<file path="src/rtl/core/mrlp_pkg.sv">
// Package for the modem response line parser: sizes, line kinds, character codes
// and the controller state type. Used by every module of the block.
package mrlp_pkg;

    localparam int LINE_DEPTH = 64;
    localparam int NUMBER_MAX = 16;
    localparam int CHAR_CAP = 25;
    localparam int NUM_CAP = (NUMBER_MAX < CHAR_CAP) ? NUMBER_MAX : CHAR_CAP;
    localparam int ADDR_W = $clog2(LINE_DEPTH);
    localparam int FILL_W = $clog2(LINE_DEPTH + 1);

    localparam logic [7:0] CH_CR    = 8'h0D;
    localparam logic [7:0] CH_LF    = 8'h0A;
    localparam logic [7:0] CH_PLUS  = 8'h2B;
    localparam logic [7:0] CH_QUOTE = 8'h22;
    localparam logic [7:0] CH_HASH  = 8'h23;
    localparam logic [7:0] CH_COMMA = 8'h2C;
    localparam logic [7:0] CH_0     = 8'h30;
    localparam logic [7:0] CH_9     = 8'h39;

    typedef enum logic [2:0] {
        KIND_OTHER  = 3'd0,
        KIND_OK     = 3'd1,
        KIND_CALLER = 3'd2,
        KIND_SLOT   = 3'd3,
        KIND_SIGNAL = 3'd4,
        KIND_CMD    = 3'd5,
        KIND_SENDER = 3'd6
    } kind_t;

    typedef enum logic [2:0] {
        ST_IDLE,
        ST_HEAD,
        ST_SEARCH,
        ST_COPY,
        ST_DONE
    } state_t;

endpackage

</file>
<file path="src/rtl/core/modem_response_line_parser_unit.sv">
// Top level of the modem response line parser: byte intake, line store and
// the line-end scanner. Depends on mrlp_pkg and mrlp_line_ram.
//
// Ordinary bytes are taken one per cycle while idle and written into the
// line store, up to 63 per line. When a line feed completes a line, the
// block stops taking input until the line has been reported. It then reads
// the store one byte at a time: for each byte it issues the read and then
// uses the registered data. It sends a header item, then the extracted
// characters, and marks the final item with tlast. The longest scan is a
// sender line: 20 search positions, 16 characters and the stopping byte.
// The scan also waits whenever the receiver holds off tready.
module modem_response_line_parser_unit
    import mrlp_pkg::*;
(
    input  logic       clk,
    input  logic       rst_n,
    input  logic       s_tvalid,
    output logic       s_tready,
    input  logic [7:0] s_tdata,   // rx_byte[7:0]
    output logic       m_tvalid,
    input  logic       m_tready,
    output logic [7:0] m_tdata,   // field_char[7:0]
    output logic [3:0] m_tuser,   // line_kind[2:0], char_valid[3]
    output logic       m_tlast    // last_of_line
);

    state_t state_reg, state_next;
    logic [FILL_W-1:0] fill_reg, fill_next;
    logic line_open_reg, line_open_next;
    kind_t kind_reg, kind_next;
    logic [ADDR_W:0] pos_reg, pos_next;
    logic [4:0] cnt_reg, cnt_next;
    logic pend_reg, pend_next;           // read data for pos_reg is valid
    logic [7:0] hdr_reg [5];
    logic [7:0] rdata;
    logic [ADDR_W-1:0] raddr;
    logic we;
    logic accept;
    logic out_free;

    // Staged item: held back one step so that the final one can carry tlast.
    logic [7:0] stg_d_reg, stg_d_next;
    logic stg_cv_reg, stg_cv_next;

    logic ov_reg, ov_next;
    logic [7:0] od_reg, od_next;
    kind_t ok_reg, ok_next;
    logic ocv_reg, ocv_next, ol_reg, ol_next;

    // A byte at or past the fill count reads as zero.
    logic in_line;
    logic [7:0] cur;
    logic cont;
    kind_t head_kind;
    logic [7:0] h [5];

    assign accept = s_tvalid && s_tready;
    assign s_tready = (state_reg == ST_IDLE);
    assign out_free = !ov_reg || m_tready;
    assign we = accept && s_tdata != CH_CR && s_tdata != CH_LF
                && fill_reg < FILL_W'(LINE_DEPTH - 1);
    assign raddr = pos_reg[ADDR_W-1:0];
    assign in_line = pos_reg < (ADDR_W+1)'(fill_reg);
    assign cur = in_line ? rdata : 8'd0;

    mrlp_line_ram u_ram (
        .clk   (clk),
        .we    (we),
        .waddr (fill_reg[ADDR_W-1:0]),
        .wdata (s_tdata),
        .raddr (raddr),
        .rdata (rdata)
    );

    function automatic kind_t classify(input logic [7:0] h0, input logic [7:0] h1,
        input logic [7:0] h2, input logic [7:0] h3, input logic [7:0] h4);
        kind_t k;
        k = KIND_OTHER;
        if (h0 == CH_PLUS && h1 == "C" && h2 == "L" && h3 == "I") k = KIND_CALLER;
        else if (h0 == CH_PLUS && h1 == "C" && h2 == "M" && h3 == "T" && h4 == "I")
            k = KIND_SLOT;
        else if (h0 == CH_PLUS && h1 == "C" && h2 == "S" && h3 == "Q") k = KIND_SIGNAL;
        else if (h0 == CH_PLUS && h1 == "C" && h2 == "M" && h3 == "D") k = KIND_CMD;
        else if (h0 == CH_PLUS && h1 == "C" && h2 == "M" && h3 == "G" && h4 == "R")
            k = KIND_SENDER;
        else if (h0 == "O" && h1 == "K") k = KIND_OK;
        return k;
    endfunction

    // The first five bytes are also kept in flops for classification.
    always_ff @(posedge clk)
    begin
        if (we && fill_reg < FILL_W'(5))
        begin
            hdr_reg[fill_reg[2:0]] <= s_tdata;
        end
    end

    always_ff @(posedge clk or negedge rst_n)
    begin
        if (!rst_n)
        begin
            state_reg <= ST_IDLE;
            fill_reg <= '0;
            line_open_reg <= 1'b0;
            pend_reg <= 1'b0;
            ov_reg <= 1'b0;
        end
        else
        begin
            state_reg <= state_next;
            fill_reg <= fill_next;
            line_open_reg <= line_open_next;
            pend_reg <= pend_next;
            ov_reg <= ov_next;
        end
    end

    always_ff @(posedge clk)
    begin
        kind_reg <= kind_next;
        pos_reg <= pos_next;
        cnt_reg <= cnt_next;
        stg_d_reg <= stg_d_next;
        stg_cv_reg <= stg_cv_next;
        od_reg <= od_next;
        ok_reg <= ok_next;
        ocv_reg <= ocv_next;
        ol_reg <= ol_next;
    end

    always_comb
    begin
        for (int i = 0; i < 5; i++)
        begin
            h[i] = (FILL_W'(i) < fill_reg) ? hdr_reg[i] : 8'd0;
        end
    end

    assign head_kind = classify(h[0], h[1], h[2], h[3], h[4]);

    // Copy continuation test for the byte now read.
    always_comb
    begin
        cont = 1'b0;
        if (in_line)
        begin
            unique case (kind_reg)
                KIND_CALLER, KIND_SENDER:
                    cont = cur != CH_QUOTE && cnt_reg < 5'(NUM_CAP);
                KIND_SLOT:
                    cont = cur >= CH_0 && cur <= CH_9 && cnt_reg < 5'(CHAR_CAP);
                KIND_SIGNAL:
                    cont = cur != CH_COMMA && pos_reg < (ADDR_W+1)'(8);
                KIND_CMD:
                    cont = cur != CH_HASH && cnt_reg < 5'(CHAR_CAP);
                default: cont = 1'b0;
            endcase
        end
    end

    // Next state.
    always_comb
    begin
        state_next = state_reg;
        unique case (state_reg)
            ST_IDLE:
                if (accept && s_tdata == CH_LF && line_open_reg) state_next = ST_HEAD;
            ST_HEAD:
                if (head_kind == KIND_SENDER) state_next = ST_SEARCH;
                else if (head_kind == KIND_CALLER || head_kind == KIND_SLOT
                         || head_kind == KIND_SIGNAL || head_kind == KIND_CMD)
                    state_next = ST_COPY;
                else state_next = ST_DONE;
            ST_SEARCH:
                if (pend_reg)
                begin
                    if (cur == CH_QUOTE) state_next = ST_COPY;
                    else if (pos_reg == (ADDR_W+1)'(40)) state_next = ST_DONE;
                end
            ST_COPY:
                if (pend_reg && !cont) state_next = ST_DONE;
            ST_DONE:
                if (out_free) state_next = ST_IDLE;
            default: state_next = ST_IDLE;
        endcase
    end

    // Outputs and datapath.
    always_comb
    begin
        fill_next = fill_reg;
        line_open_next = line_open_reg;
        kind_next = kind_reg;
        pos_next = pos_reg;
        cnt_next = cnt_reg;
        pend_next = 1'b1;
        stg_d_next = stg_d_reg;
        stg_cv_next = stg_cv_reg;
        ov_next = ov_reg && !m_tready;
        od_next = od_reg;
        ok_next = ok_reg;
        ocv_next = ocv_reg;
        ol_next = ol_reg;
        unique case (state_reg)
            ST_IDLE:
            begin
                if (accept)
                begin
                    if (s_tdata == CH_CR)
                    begin
                        if (line_open_reg && fill_reg == '0) line_open_next = 1'b0;
                    end
                    else if (s_tdata == CH_LF) line_open_next = !line_open_reg;
                    else if (we) fill_next = fill_reg + FILL_W'(1);
                end
            end
            ST_HEAD:
            begin
                kind_next = head_kind;
                stg_d_next = 8'd0;
                stg_cv_next = 1'b0;
                cnt_next = '0;
                pend_next = 1'b0;
                unique case (head_kind)
                    KIND_CALLER: pos_next = (ADDR_W+1)'(8);
                    KIND_SLOT:   pos_next = (ADDR_W+1)'(12);
                    KIND_SIGNAL: pos_next = (ADDR_W+1)'(6);
                    KIND_CMD:    pos_next = (ADDR_W+1)'(4);
                    default:     pos_next = (ADDR_W+1)'(21);
                endcase
            end
            ST_SEARCH:
            begin
                if (pend_reg && pos_reg != (ADDR_W+1)'(40) || pend_reg && cur == CH_QUOTE)
                begin
                    pend_next = 1'b0;
                    if (cur == CH_QUOTE) pos_next = pos_reg - (ADDR_W+1)'(10);
                    else pos_next = pos_reg + (ADDR_W+1)'(1);
                end
            end
            ST_COPY:
            begin
                if (pend_reg && cont && out_free)
                begin
                    ov_next = 1'b1;
                    od_next = stg_d_reg;
                    ok_next = kind_reg;
                    ocv_next = stg_cv_reg;
                    ol_next = 1'b0;
                    stg_d_next = cur;
                    stg_cv_next = 1'b1;
                    cnt_next = cnt_reg + 5'd1;
                    pos_next = pos_reg + (ADDR_W+1)'(1);
                    pend_next = 1'b0;
                end
            end
            ST_DONE:
            begin
                if (out_free)
                begin
                    ov_next = 1'b1;
                    od_next = stg_d_reg;
                    ok_next = kind_reg;
                    ocv_next = stg_cv_reg;
                    ol_next = 1'b1;
                    fill_next = '0;
                end
            end
            default: ;
        endcase
    end

    assign m_tvalid = ov_reg;
    assign m_tdata = od_reg;
    assign m_tuser = {ocv_reg, ok_reg};
    assign m_tlast = ol_reg;

`ifndef ASSERT_OFF
    a_no_input_busy: assert property (@(posedge clk) disable iff (!rst_n)
        state_reg != ST_IDLE |-> !s_tready) else $error("input taken while busy");
    a_fill_bound: assert property (@(posedge clk) disable iff (!rst_n)
        fill_reg < FILL_W'(LINE_DEPTH)) else $error("fill count out of range");
    a_out_hold: assert property (@(posedge clk) disable iff (!rst_n)
        m_tvalid && !m_tready |=> m_tvalid && $stable({m_tdata, m_tuser, m_tlast}))
        else $error("output item changed while waiting");
    a_done_idle: assert property (@(posedge clk) disable iff (!rst_n)
        state_reg == ST_DONE && !ov_reg |=> state_reg == ST_IDLE)
        else $error("done did not return to idle");
`endif

endmodule

</file>
<file path="src/rtl/core/mrlp_line_ram.sv">
// Line store: one write port and one read port with a registered read.
// Depends on mrlp_pkg for the depth and address width.
module mrlp_line_ram
    import mrlp_pkg::*;
(
    input  logic              clk,
    input  logic              we,
    input  logic [ADDR_W-1:0] waddr,
    input  logic [7:0]        wdata,
    input  logic [ADDR_W-1:0] raddr,
    output logic [7:0]        rdata
);

    logic [7:0] mem [LINE_DEPTH];

    always_ff @(posedge clk)
    begin
        if (we)
        begin
            mem[waddr] <= wdata;
        end
        rdata <= mem[raddr];
    end

endmodule
</file>
<file path="config.mk">
export PLATFORM = sky130hd
export DESIGN_NAME = modem_response_line_parser_unit
export DESIGN_NICKNAME = d
export VERILOG_FILES = /design/src/rtl/core/mrlp_pkg.sv /design/src/rtl/core/modem_response_line_parser_unit.sv /design/src/rtl/core/mrlp_line_ram.sv
export SDC_FILE = /design/constraint.sdc
export NUM_CORES = 1
export LEC_CHECK = 0
export ABC_AREA = 1
export BUFFER_PORTS_ARGS = -buffer_cell sky130_fd_sc_hd__buf_2
export CAP_MARGIN = 30
export CORE_MARGIN = 2
export CORE_UTILIZATION = 60
export CTS_CLUSTER_DIAMETER = 150
export DETAILED_ROUTE_END_ITERATION = 10
export PLACE_DENSITY = 0.85
export RECOVER_POWER = 25
export SLEW_MARGIN = 20
export SYNTH_ARGS = -nofsm -noshare
export SYNTH_HDL_FRONTEND = slang
export SYNTH_HIERARCHICAL = 1
export SYNTH_SLANG_ARGS = --single-unit
</file>
<file path="constraint.sdc">
create_clock -name clk -period 3.7 [get_ports clk]
set_input_delay 0.185 -clock clk [delete_from_list [all_inputs] [get_ports clk]]
set_output_delay 0.185 -clock clk [all_outputs]
set_load 0.01 [all_outputs]
</file>
* Yosys cells after proc, flatten, opt, wreduce, memory -nomap -nowiden
Memories as Yosys holds them, arrays and structs flattened. A register that Yosys moved wholly into a read port is not among the register bits.
Index checks and enable logic that the tools add are counted.
** Word-level totals
- Bits of input ports :: 12
- Word-level logic and storage cells :: 202
- Memories kept :: 2
- Flip-flop bits (word level) :: 50
- RAM bits :: 552
** Operators by class
- Reduce and logical (&&, ||, !) cells :: 54
- $add $sub $neg :: 4
- Equal/unequal tests :: 50
- Magnitude comparators :: 13
- Mux-type cells :: 65
** Memory list
- u_ram.mem :: depth 64, bits a word 8, read ports 1, clocked after memory_dff 1, wr ports 1, RTL line mrlp_line_ram.sv:14 : logic [7:0] mem [LINE_DEPTH];
- hdr_reg :: depth 5, bits a word 8, read ports 5, clocked after memory_dff 0, wr ports 1, RTL line modem_response_line_parser_unit.sv:34 : logic [7:0] hdr_reg [5];
** Operator list (number)
- 8-bit by 7-bit equality test with 1-bit output, second input constant :: 13
- 8-bit two-way mux :: 9
- 7-bit two-way mux :: 8
- 3-bit two-way mux :: 15
- 8-bit one-hot mux with 2 select lines :: 2
- 1-bit logical AND :: 31
- 8-bit by 6-bit != test with 1-bit output, second input constant :: 3
- 3-bit equality test, second input constant :: 7
- 7-bit one-hot mux with 3 select lines :: 1
- 5-bit one-hot mux with 4 select lines :: 1
- 3-bit by 2-bit equality test with 1-bit output, second input constant :: 6
- 1-bit two-way mux :: 18
- 8-bit by 4-bit equality test with 1-bit output, second input constant :: 2
- 8-bit by 6-bit equality test with 1-bit output, second input constant :: 2
- 8-bit by 4-bit != test with 1-bit output, second input constant :: 2
- 3-bit one-hot mux with 5 select lines :: 1
- 7-bit by 1-bit adder with 7-bit output, second input constant :: 2
- 1-bit by 7-bit less-than comparator with 1-bit output, first input constant :: 2
- 2-bit by 7-bit less-than comparator with 1-bit output, first input constant :: 2
- 2-bit != test, second input constant :: 7
- 7-bit one-hot mux with 2 select lines :: 1
- 5-bit less-than comparator, second input constant :: 2
- 5-bit one-hot mux with 2 select lines :: 1
- 8-bit by 6-bit greater-or-equal comparator with 1-bit output, second input constant :: 1
- 30 further kinds :: 47

* Depth between registers and ports, before layout
- Word-level depth :: 19
- Mapped depth :: 21
- Depth with buffers taken out :: 21

* Cells and area by module
Netlist, hierarchy kept.
** By module, submodules not included
- mrlp_line_ram :: cells an instance 1805, area each 21339.2 um2, times used 1, seq. area each 15534.9 um2
- modem_response_line_parser_unit :: cells an instance 524, area each 4810.9 um2, times used 1, seq. area each 2637.5 um2

* Worst setup path before layout
No wires, ideal clock.
- Kind :: reg-to-reg
- Start point :: register state_reg[1]
- End point :: memory u_ram.mem[48][0] (enable)
- Slack :: 674 ps
- Data arrival time :: 2632 ps
- Setup time :: 395 ps
- Period minus slack after synthesis :: 3026 ps
- Buffers on the path :: 1
- Required time :: 3305 ps
- Stages on the path, launching flop included :: 11
- Path through :: dfrtp_1 > nor2_1 > inv_2 > nor2_4 > nand2_1 > a311oi_1 > nand3_1 > inv_1 > clkbuf_1 > nand4_1 > nor4_1
** On the way
- Longest elaborated chain between the ends :: 7
** Ends and longest elaborated chain
- start: declaration :: RTL line modem_response_line_parser_unit.sv:27 : state_t state_reg, state_next;
- start signal: assignment :: RTL line modem_response_line_parser_unit.sv:111 : state_reg <= state_next;
- 3-bit logical NOT :: RTL line modem_response_line_parser_unit.sv:58 : assign s_tready = (state_reg == ST_IDLE);
- named net s_tready :: RTL line modem_response_line_parser_unit.sv:18 : output logic s_tready,
- 1-bit logical AND :: RTL line modem_response_line_parser_unit.sv:57 : assign accept = s_tvalid && s_tready;
- 1-bit logical AND (2 in a row) :: RTL line modem_response_line_parser_unit.sv:60 : assign we = accept && s_tdata != CH_CR && s_tdata != CH_LF
- 1-bit logical AND :: RTL line modem_response_line_parser_unit.sv:61 : && fill_reg < FILL_W'(LINE_DEPTH - 1);
- named net we :: RTL line modem_response_line_parser_unit.sv:37 : logic we;
- 1-bit two-way mux :: RTL line mrlp_line_ram.sv:18 : if (we)
- 1-bit two-way mux (implied by the code) :: RTL line mrlp_line_ram.sv:20 : mem[waddr] <= wdata;
- end: declaration :: RTL line mrlp_line_ram.sv:14
The timed path passes the listed nets, and every way through them passes these cells.

* Final worst setup path
- Start point :: register fill_reg[0]
- End point :: memory u_ram.mem[49][2] (enable)
** On the way
- Longest elaborated chain between the ends :: 4
** Ends and longest elaborated chain
- start: declaration :: RTL line modem_response_line_parser_unit.sv:28 : logic [FILL_W-1:0] fill_reg, fill_next;
- start signal: assignment :: RTL line modem_response_line_parser_unit.sv:112 : fill_reg <= fill_next;
- 7-bit by 6-bit less-than comparator with 1-bit output :: RTL line modem_response_line_parser_unit.sv:61
- 1-bit logical AND :: RTL line modem_response_line_parser_unit.sv:61
- named net we :: RTL line modem_response_line_parser_unit.sv:37
- 1-bit two-way mux :: RTL line mrlp_line_ram.sv:18
- 1-bit two-way mux (implied by the code) :: RTL line mrlp_line_ram.sv:20
The timed path passes the listed nets, and every way through them passes these cells.

==> flow_metrics.py <==
metrics = {
    "cts": {
        "h-tree-depth": 2,
        "cts_tree": "done",
        "clk_pin_slew_ns": 0.07,
        "clock_latency_ns": 0.63,
        "clock_sinks": 610,
        "post_cts_buffers": 0,
        "hold_buffers": 6,
        "clock_path_buffers": 3,
        "post_cts_resized": 0,
        "cts_root_buf": "clkbuf_16",
        "numCtsBuffers": 59,
    },
    "power_and_ir_drop": {
        "power.share.sequential_pct": 48.4,
        "comb_power_share_pct": 15.3,
        "cellPowerDensity_nw_per_um2": 584.9,
        "peakVddDrop_uv": 442.0,
        "leakagePower_nw": 10.78,
        "sw_frac_of_total_pct": 27.95,
        "p_int_mw": 12.24,
        "total_power_mw": 16.98,
        "clkPwrFrac_pct": 36.4,
        "switchingPower_mw": 4.747,
    },
    "synthesis": {
        "yosysUniqueCellTypes": 48,
        "synthFlopType": "edfxtp_1",
        "synthCells": 2329,
        "avgSynthCellArea_um2": 11.23,
        "synth_seq_area_share_pct": 69.49,
        "ys_top_cells_by_area": "edfxtp_1 68%, nand2_1 11%, nand3_1 9.2%, nor2_1 2.0%, buf_6 1.5%",
        "ys_ff_latch": 610,
        "ys_top_cells_by_count": "735 x nand2_1, 589 x edfxtp_1, 482 x nand3_1",
        "synth_warnings": 6,
        "synth_edf_count": 589,
        "synth_fp_nets": 2354,
        "synth_most_common_cell": "nand2_1",
        "synth.largest_area_cell": "edfxtp_1",
        "synthArstFlopShare_pct": 2.131,
        "syn_area_um2": 26150,
        "yosys.area.top_type_share_pct": 67.64,
    },
    "route": {
        "post-route-drc-count": 0,
        "viasPerCell": 6.158,
        "routed-wl-met2_um": 30460,
        "firstDrtPassIters": 5,
        "drt_iter0_drc": 2721,
        "num_vias": 18730,
        "wl_met3_um": 7468,
        "routedWlPerCell_um": 21.47,
        "drtAntennaViolNets": 0,
        "wl_met1_um": 24350,
        "top_layer_used": "met5",
        "wl_um": 65310,
    },
    "grt": {
        "antenna_found_initial": 2,
        "grt_usage_pct": 29.24,
        "grt-ovfl-total": 0,
        "grt_max_degree": 261,
        "grt_pass1_wl_um": 99830,
        "grt_pass1_vias": 18110,
    },
    "flow_run": {
        "max-cap-violations": 6,
    },
    "setup_path": {
        "required_ns": 4.03,
        "worst-setup-path-type": "reg -> reg",
        "crit_arrival_ns": 3.70,
        "start_kind": "register",
        "critPathCaptureType": "register",
        "path_max_fanout": 16,
    },
    "sta": {
        "clock.fmax_ghz": 0.2969,
        "holdWs_ns": 0.06303,
        "final_hold_viol_count": 0,
        "finalSetupTns_ns": 0,
        "min_period_ns": 3.368,
        "finalCritPeriodShare_pct": 91.04,
        "max_slew_margin_pct": -160.3,
        "rsz0062_at_grt": "no",
        "setup-violations-final": 0,
        "worst_pin_slew_ns": 3.905,
        "skew_ns": 0.01499,
        "slew_violations": 420,
    },
    "placement": {
        "dp_hpwl_um": 37490,
        "gp_congestion": 0.9209,
        "port_buffers": 26,
    },
    "worst_hold_path": {
        "hp-class": "in -> reg",
    },
    "floorplanning": {
        "initial_core_util_pct": 60.71,
        "die-area_um2": 45270,
        "boundaryPins": 27,
        "core_area_um2": 43080,
        "die-height_um": 212.8,
        "num_rows": 76,
        "die_w_um": 212.8,
    },
    "status": {
        "status": "finished, violations left",
        "violations": "max-capacitance violations, max-slew violations",
    },
    "layout": {
        "largest_reg_flops": 512,
        "nets": 2431,
        "regArea_um2": 18170,
        "syn_to_final_growth_pct": 11.02,
        "insertedDiodeCount": 0,
        "drive_above_1_share_pct": 9.809,
        "fillers": 2886,
        "multi_input_area_um2": 6795,
    },
}
[through the flow]
| stage | area (um^2) | util [%] | instances | setup WS (ns) |
|---|---|---|---|---|
| after CTS | 29060 | 67.47 | 3042 | 0.4196 |
| after detailed placement | 27010 | 62.70 | 2924 | 0.4697 |
| after floorplan | 26150 | - | 2329 | 0.6738 |
| after global routing | 29030 | 67.40 | 3042 | 0.03369 |
| final | 29030 | 67.40 | 3042 | 0.3316 |
| after global placement | 26990 | 62.65 | 2923 | 0.5431 |
[worst max-delay path, stage by stage (launching register included)]
cell and delay (ns):
dfrtp_1 0.58, nand2_1 0.22, inv_1 0.12, a311oi_1 0.46
nand3_1 0.28, inv_1 0.37, nand4_1 0.38, nor4_1 0.40
buf_4 0.26
[final timing paths]
path                                                 start  slack (ns)  depth (start not counted)                    endpoint
worst max-delay path               fill_reg[0]$_DFFE_PN0P_        0.33                          8  u_ram/mem[49][2]$_DFFE_PP_
worst min-delay path                              s_tvalid        0.06                          4   line_open_reg$_DFFE_PN0P_
worst max register to register     fill_reg[0]$_DFFE_PN0P_        0.33                          8  u_ram/mem[49][2]$_DFFE_PP_
worst min register to register  stg_d_reg[3]$_SDFFCE_PN0P_        0.42                          0        m_tdata[3]$_DFFE_PP_
max in group asynchronous                            rst_n        1.85                          4          m_tvalid$_DFF_PN0_
min in group asynchronous                            rst_n        0.51                          3     fill_reg[2]$_DFFE_PN0P_
[routing by layer]
metal	global-route usage, %	vias up
met5	0	-
met4	14.20	2
met3	5.589	231
met2	46.86	1396
met1	38.87	8827
li1	-	8276
[area by class of cell]
class / count / share of cell area (%)
flip-flops and latches: 610 / 62.59
multi-input cells: 1508 / 23.41
clock buffers: 68 / 5.275
repair buffers: 133 / 3.366
well taps: 585 / 2.521
clock inverters: 44 / 1.590
inverters: 94 / 1.250
[cell families (layout without fill, tap and decap cells)]
kind of cell	count (synthesis)	after routing	synth area share [%]
and+or+nand+nor	1442	1442	24.02
DFF	610	610	69.49
buffers and inverters	211	339	4.541
AOI/OAI and AO/OA	45	45	1.053
adders and majority gates	13	13	0.6220
xor gates and xnor gates	8	8	0.2680
[power groups by stage]
stage | clock network [mW] | registers, mW | logic, mW
after floorplan | 0 | 8.26 | 1.59
after global placement | 0 | 8.31 | 2.37
after detailed placement | 0 | 8.34 | 2.48
after CTS | 6.22 | 8.19 | 2.53
after global routing | 6.50 | 8.24 | 2.78
final | 6.17 | 8.21 | 2.60
[cell usage in the layout (no fill, tap or decap), types with 5 or more instances in the layout]
| cell type | instances |
|---|---|
| nand2_1 | 735 |
| edfxtp_1 | 589 |
| nand3_1 | 482 |
| nor2_1 | 137 |
| buf_4 | 90 |
| inv_1 | 85 |
| clkbuf_16 | 60 |
| nand4_1 | 30 |
| clkbuf_1 | 19 |
| buf_2 | 18 |
| clkinv_1 | 17 |
| o21ai_0 | 15 |
| nor3_1 | 14 |
| ha_1 | 13 |
| dfrtp_1 | 13 |
| a21oi_1 | 12 |
| nor2_2 | 10 |
| nor4_1 | 10 |
| clkinv_2 | 9 |
| bufinv_16 | 9 |
| dfxtp_1 | 8 |
| inv_2 | 6 |
| dlygate4sd3_1 | 6 |
| nand2_2 | 5 |
| xor2_1 | 5 |
Power figures use the tool's default switching activity.
